[config.mk]
export PLATFORM = sky130hd
export DESIGN_NAME = iidl_cell
export DESIGN_NICKNAME = d
export VERILOG_FILES = /design/src/hw/rtl/iidl_pkg.sv /design/src/hw/rtl/iidl_cell.sv
export SDC_FILE = /design/constraint.sdc
export NUM_CORES = 1
export LEC_CHECK = 0
export ABC_AREA = 1
export BUFFER_PORTS_ARGS = -buffer_cell sky130_fd_sc_hd__buf_4
export CELL_PAD_IN_SITES_DETAIL_PLACEMENT = 0
export CELL_PAD_IN_SITES_GLOBAL_PLACEMENT = 2
export CORE_ASPECT_RATIO = 1.25
export CORE_MARGIN = 2
export CORE_UTILIZATION = 19
export DETAILED_ROUTE_END_ITERATION = 6
export GPL_TIMING_DRIVEN = 1
export PLACE_DENSITY_LB_ADDON = 0.1
export RECOVER_POWER = 25
export SLEW_MARGIN = 10
export SYNTH_ARGS = -nofsm -noshare
export SYNTH_HDL_FRONTEND = slang
export SYNTH_SLANG_ARGS = --single-unit
export TNS_END_PERCENT = 20
[constraint.sdc]
create_clock -name i_clk -period 4.95 [get_ports i_clk]
set_input_delay 0.7425 -clock i_clk [delete_from_list [all_inputs] [get_ports i_clk]]
set_output_delay 0.7425 -clock i_clk [all_outputs]
set_load 0.1 [all_outputs]
[src/hw/rtl/iidl_pkg.sv]
// Package for the indexed insert/delete list.
// Holds opcodes, status codes, field widths and the cell control struct.
// No dependencies.
`default_nettype none

package iidl_pkg;

    localparam int DATA_W       = 32;
    localparam int POS_W        = 7;
    localparam int OPCODE_W     = 3;
    localparam int STATUS_W     = 2;
    localparam int CNT_OUT_W    = 7;
    localparam int CAPACITY_DEF = 64;

    localparam logic [DATA_W-1:0] NOT_FOUND = '1;

    typedef enum logic [OPCODE_W-1:0] {
        OP_READ   = 3'd0,
        OP_HEAD   = 3'd1,
        OP_TAIL   = 3'd2,
        OP_AT     = 3'd3,
        OP_DELETE = 3'd4
    } t_opcode;

    typedef enum logic [STATUS_W-1:0] {
        ST_DONE  = 2'd0,
        ST_RANGE = 2'd1,
        ST_FULL  = 2'd2
    } t_status;

    // Broadcast shift command for the row of cells
    typedef struct packed {
        logic ins;
        logic del;
    } t_cell_ctl;

endpackage

`default_nettype wire

[src/hw/rtl/iidl_cell.sv]
// One storage cell of the list: holds the entry at its fixed position.
// Depends on iidl_pkg; instantiated in a row by indexed_insert_delete_list_top.
`default_nettype none

module iidl_cell
    import iidl_pkg::*;
#(
    parameter int IDX   = 0,
    parameter int CMP_W = 7
) (
    input  wire logic              i_clk,
    input  wire t_cell_ctl         i_ctl,
    input  wire logic [CMP_W-1:0]  i_pos,
    input  wire logic [DATA_W-1:0] i_item_value,
    input  wire logic [DATA_W-1:0] i_left_value,
    input  wire logic [DATA_W-1:0] i_right_value,
    output logic [DATA_W-1:0]      o_value,
    output logic [DATA_W-1:0]      o_sel_value
);

    localparam logic [CMP_W-1:0] MY_IDX = CMP_W'(IDX);

    logic [DATA_W-1:0] r_value;
    logic [DATA_W-1:0] n_value;
    logic              at_pos;
    logic              past_pos;

    assign at_pos   = (i_pos == MY_IDX);
    assign past_pos = (MY_IDX > i_pos);

    // Pick the new entry: shift from a neighbor, load the item, or hold
    always_comb begin
        n_value = r_value;
        if (i_ctl.ins) begin
            if (past_pos) begin
                n_value = i_left_value;
            end else if (at_pos) begin
                n_value = i_item_value;
            end
        end else if (i_ctl.del) begin
            if (past_pos || at_pos) begin
                n_value = i_right_value;
            end
        end
    end

    always_ff @(posedge i_clk) begin
        r_value <= n_value;
    end

    assign o_value     = r_value;
    // Drive the entry onto the read tree only when addressed
    assign o_sel_value = at_pos ? r_value : '0;

endmodule

`default_nettype wire

==> results list, run 1 <==
* Run status: completed
- DRC marker count from the first detailed-route iteration: 26
* Synth Register Bits: 32
* Clk pin slew, worst setup/hold paths: 50 ps
* Post-synth design cell area: 1950 µm²
- Hold-fix buffer count after cts: 0
- Max Freq: 332 MHz
- Transition at the pin with the smallest max-transition slack: between 1000 and 1500 ps
- Dividing the synthesized area by the synthesized cell count gives 9.16 µm².
- Across all layers, the routed design uses roughly 1800 vias.
- Summing all non-filler instances in the final layout gives an area of 3180 µm².
- TritonCTS clock tree: done
* Routed wire length: 5800 µm
* Final weighted congestion in routability-driven placement: around 0.67
* Number of design rule violations left after detail routing: 0
- Using the TritonRoute via totals, the vias-per-cell ratio works out to roughly 3.7.
- Headroom to the max-slew limit: 29.0%
- Maximum level of the CTS H-tree: 2
- Gate count of the mapped netlist: around 210
- Dividing the detail-routed wire length by the instance count gives 12.2 µm.
* Total count of hold-check failures in the final report: 0
- The detail route stage leaves a number of antenna-violating nets equal to 0.
- CTS Buffer Depth: 2
- Ratio of final minimum period to clock period: 60.8%
* Pin count of the biggest net entering global routing: 66
- Crit path kind: input port to output pin
- The routed design could run at a clock period as short as 3010 ps.
- Wire length of the first global-routing pass: 8260 µm
* Fin Setup TNS: 0 ps
* Cell area after placement: 3050 µm²
- Endpoint type of the worst setup path: output pin
- Setup Viol. Count Final: 0
- Clock tree synthesis inserted a total of 5 buffers.
* Post-Synthesis Net Count: 319
- Critical path required time: 4210 ps
- Setup repair after global routing left no endpoint under its margin.
* Starting density of the core: about 19%
- The initialized floorplan defines approximately 40 standard-cell rows.
* Met1 GRT Util: 9.92%
* IR Drop Worst-Case VDD: roughly 0.12 mV
* Ant diodes: 0
- Number of global-route vias before repair: 1586
- Post-DP HPWL: 4170 µm
- Of the synthesized area, sequential elements account for approximately half.
- For this run the aggregate overflow at the end of global routing stands at 0.
- Count of unique library cells instantiated by Yosys: 13
* Synthesis-to-layout area growth: 63.1%
* Leakage: 1.54 nW
- The Yosys step of the flow raised 0 warnings.
- Post-layout nets: 451
- For this run, the detailed router's first-pass iteration total came to 3.
- The worst hold path belongs to the class input port to flip-flop.
- Count of port buffers added during placement: roughly 140
- Top fanout value on the critical path: 33
* Core area: 10100 µm²
* Total track usage: 10.0%
* Post-CTS Setup Repair Bufs: 0
- The global routing stage identified its most utilized layer as met2.
* Number of resized instances in the post-cts repair step: 0
- Met3 Resource Use GR: roughly 3.5%
- Of the cells placed in the final design, the portion with a size suffix greater than 1 is 51.2%.
- The count of final max-slew check failures is 0.
* Maximum Capacitance Violations: 0
* Met2 GRT Util: 19.1%
- Antenna violations before repair: 0
* Startpoint type of the worst setup path: input port
* Die Footprint: 11100 µm²
- In this run the count of I/O pins placed on the die edge is 170.
- Buffer type at the clock tree root: clkbuf_16
- Max reg flops: 32
* Die boundary width: around 95 µm
- Crit path DAT: 2270 ps
- Power per cell area: 218 nW/µm²
- For this design, the sink count on the clock tree is 32.
- Height of the die: around 120 µm
worst max-delay path, stage by stage:
cell and delay, ps:
buf_4 110, nor2_2 100, nand2_2 570, nor3_1 400, buf_4 340
cells in the mapped netlist, drive strengths merged:
cell,count,area (µm²)
inv,65,244
nand2,34,133
nor3,33,315
edfxtp,32,961
o21ai,32,160
buf,12,116
nor2,4,17.5
clkbuf,1,3.75
kinds of logic after synthesis:
group / after synthesis / synth area share, %
compound gates: 32 / 8.21
buf+inv: 78 / 18.7
flops: 32 / 49.3
simple gates: 71 / 23.9
area by class of cell:
class                           count  area, µm²
Fill cell                        1112       6870
Clock inverter                      1       3.75
Tap cell                          129        161
Sequential cell                    32        961
Inverter                           65        244
Clock buffer                        7        133
Timing Repair Buffer              138       1050
Multi-Input combinational cell    103        631
path summary, 6_finish.rpt:
| path | start | endpoint | slack [ps] | cells past startpoint |
|---|---|---|---|---|
| worst min-delay path | i_item_value[6] | o_value[6]$_DFFE_PP_ | 750 | 3 |
| worst max-delay path | i_pos[0] | o_sel_value[31] | 1940 | 5 |
per-layer routing:
metal	wire, µm	part of all wire [%]
met5	0	0
met4	76	1.3
met3	514	8.9
met2	3210	55
met1	2000	34
per-stage QoR:
stage               cells  setup WS [ps]  hold WS (ps)  util (%)  total power [mW]
global placement      467           1690          1020      30.3             0.410
floorplan             213           1090           934         -             0.363
detailed placement    467           1760          1030      30.3             0.411
finish                475           1940           746      31.6             0.695
CTS                   475           1890           740      31.6             0.711
global route          475           1770           748      31.6             0.728
where the power goes:
part / total [mW] / switching, mW / internal, mW
Clock: 0.293 / 0.108 / 0.185
Sequential: 0.303 / 0.000681 / 0.302
Combinational: 0.0995 / 0.0508 / 0.0487
Total: 0.695 / 0.159 / 0.536
layout by cell type, fill, tap and decap left out, drive strengths merged:
master  netlist  routed
buf          12     138
inv          65      65
nand2        34      34
nor3         33      33
edfxtp       32      32
o21ai        32      32
clkbuf        1       7
nor2          4       4
clkinv        0       1
No activity file was read; power rests on OpenSTA's default activity.
==> run 2: changes to the inputs <==
--- a/config.mk
+++ b/config.mk
@@ -11,7 +11,7 @@
 export CELL_PAD_IN_SITES_GLOBAL_PLACEMENT = 2
 export CORE_ASPECT_RATIO = 1.25
 export CORE_MARGIN = 2
-export CORE_UTILIZATION = 19
+export CORE_UTILIZATION = 17
 export DETAILED_ROUTE_END_ITERATION = 6
 export GPL_TIMING_DRIVEN = 1
 export PLACE_DENSITY_LB_ADDON = 0.1
==> constraint.sdc (replaced) <==
create_clock -name i_clk -period 2.6 [get_ports i_clk]
set_input_delay 0.39 -clock i_clk [delete_from_list [all_inputs] [get_ports i_clk]]
set_output_delay 0.39 -clock i_clk [all_outputs]
set_load 0.1 [all_outputs]
==> results list, run 2 (synthesized netlist as in run 1, its figures left out) <==
- Cell occurring most often along the worst timing path: buf_4 (unchanged)
* Count of port buffers added during placement: 137 (unchanged)
- Clk pin slew, worst setup/hold paths: 50 ps (about the same)
- The number of design rule violations left after detail routing was 0 (unchanged).
- Worst stage delay on the critical path: 320 ps (was 570 ps)
* Starting density of the core: 17.5% (was 19.4%)
- The overall global routing resource usage was 9.89% (was 10.0%).
- The number of search-and-repair iterations in the first detailed-routing pass is 4 (was 3).
- The number of diodes added for antenna fixing is 0 (unchanged).
- The worst slew slack as a fraction of its limit is 22.2% (was 29.0%).
- Wire length of the first global-routing pass: 9040 µm (was 8260 µm)
- Ratio of final minimum period to clock period: ~75%
* Instance count along the most critical hold path: 3 (unchanged)
- Via count: 1804 (was 1774)
- The chip width was 99.8 µm (was 94.6 µm).
* Most common library cell in the layout ignoring fill and taps: buf_4 (unchanged)
* Top fanout value on the critical path: 26 (was 33)
- Kind of cell adding the most delay to the critical path: buffers and inverters (was simple AND/OR/NAND/NOR gates)
- Number of global-route vias before repair: 1719 (was 1586)
- The worst min-delay path category is input port to flip-flop (unchanged).
- Startpoint type of the worst setup path: input port (unchanged)
- Vias per cell: 3.72 (was 3.73)
* Buffer type at the clock tree root: clkbuf_16 (unchanged)
- The boundary pin count is 170 (unchanged).
* DRC marker count from the first detailed-route iteration: 49 (was 26)
- Crit path DAT: 1570 ps (was 2270 ps)
- The count of max-cap constraint violations is 0 (unchanged).
- The number of antenna violations at the first check in global routing came to 0 (unchanged).
- Unrepaired setup endpoints after global routing: false (unchanged)
- Height of the die: 124 µm (was 117 µm)
* Die Footprint: 12400 µm² (was 11100 µm²)
* Wire per inst: 12.6 µm (was 12.2 µm)
- The final setup violation count was 0 (unchanged).
* TritonCTS clock tree: done (unchanged)
- Routed wire length: 6110 µm (was 5800 µm)
- The ratio of total power to cell area is 412 nW/µm² (was 218 nW/µm²).
- The kind of capture point of the worst setup path is an output pin (unchanged).
- The start point of the critical path is i_pos[0] (unchanged).
- Start point of the worst min-delay path: i_item_value[8] (was i_item_value[6])
* Max Freq: 511 MHz
- IR Drop Worst-Case VDD: 0.199 mV (was 0.124 mV)
- The total clock sinks was 32 (unchanged).
- Post-CTS Setup Repair Bufs: 0 (unchanged)
* Proportion of layout cells with a drive suffix above 1: 52.0% (was 51.2%)
- The total CTS buffers came to 5 (unchanged).
- Max reg flops: 32 (unchanged)
- The post-layout utilization of the core is 29.1% (was 31.6%).
- The core area came to 11100 µm² (was 10100 µm²).
- The critical path required time is 2210 ps (was 4210 ps).
- The post-placement cell count is 478 (was 467).
* Leakage: 1.57 nW (was 1.54 nW)
- CTS Buffer Depth: 2 (unchanged)
* Final period demand of the worst path: roughly 2000 ps
- Leading cell types in the layout, fill and taps excluded: buf_4, inv_1, nand2_1, edfxtp_1 (unchanged)
* GRT overflow: 0 (unchanged)
* Slowest-stage cell, CP: buf_4 (was nand2_2)
- Sequence of cells on the critical path: buf_4, nor2_2, nand2_2, buf_12, nor3_2, buf_4 (was buf_4, nor2_2, nand2_2, nor3_1, buf_4)
* Run status: completed (unchanged)
- Hold-fix buffer count after cts: 0 (unchanged)
- Crit path kind: input port to output pin (unchanged)
- Transition at the pin with the smallest max-transition slack: 1170 ps (was 1060 ps)
- Number of resized instances in the post-cts repair step: 0 (unchanged)
* Final weighted congestion in routability-driven placement: 0.661 (was 0.666)
* Buffers and inverters on the worst path: 3 (was 2)
* Final worst hold slack: 386 ps (was 746 ps)
- Maximum level of the CTS H-tree: 2 (unchanged)
- Pin count of the biggest net entering global routing: 65 (was 66)
* DRT antenna net count: 0 (unchanged)
- Count of placed standard cells in the final layout, fillers left out: 485 (was 475)
* Total count of hold-check failures in the final report: 0 (unchanged)
- Post-layout nets: 456 (was 451)
* Rows: 43 (was 41)
* Post-DP HPWL: 4520 µm (was 4170 µm)
* Synthesis-to-layout area growth: 65.9% (was 63.1%)
- The endpoint of the worst hold-timing path was o_value[8]$_DFFE_PP_ (was o_value[6]$_DFFE_PP_).
- Max Transition Viols Final: 0 (unchanged)
## run 2: cell count changes in the layout (fill, tap and decap cells not counted)
cell | before | now
clkbuf_2 | 0 | 1
nor3_1 | 2 | 0
buf_4 | 137 | 139
clkinv_1 | 1 | 2
nor3_4 | 0 | 2
## run 2: layer usage
layer  vias to the layer above  wire [µm]  track usage [%]
met5                         -          0                0
met4                         0        121             4.62
met3                         6        459             3.25
met2                        75       3320             17.8
met1                       790       2210             10.4
li1                        933          -                -
## run 2: metrics by stage
stage / setup slack (ps) / TNS [ps] / instance area [µm²] / power, mW
CTS: 607 / 0 / 3250 / 1.37
floorplan: -92.4 / -2870 / 1970 / 0.692
detailed placement: 617 / 0 / 3110 / 0.791
global placement: 627 / 0 / 3110 / 0.788
finish: 642 / 0 / 3240 / 1.33
global route: 533 / 0 / 3240 / 1.40
## run 2: how the worst max path moves through the flow
stage	end	cells after the start	slack, ps
3_5_place_dp	o_value[3]$_DFFE_PP_	6	620
5_1_grt	o_sel_value[15]	6	530
2_1_floorplan	o_sel_value[0]	2	-90
6_report	o_sel_value[12]	6	640
4_1_cts	o_sel_value[12]	6	610
3_3_place_gp	o_sel_value[13]	6	630
## run 2: cell type report
class                   instances  area (µm²)
fillers                      1192        7900
flip-flops and latches         32         961
clock buffers                   5         125
well taps                     135         169
clock inverters                 2        7.51
inverters                      65         244
multi-input cells             103         653
repair buffers                143        1080
## run 2: tightest hold or removal path, stage by stage
cell and delay (ps):
buf_4 70, nand2_1 40, o21ai_0 50
## run 2: power breakdown
part           switching, mW  internal (mW)
clock network          0.217          0.343
logic                  0.100         0.0964
registers            0.00125          0.575
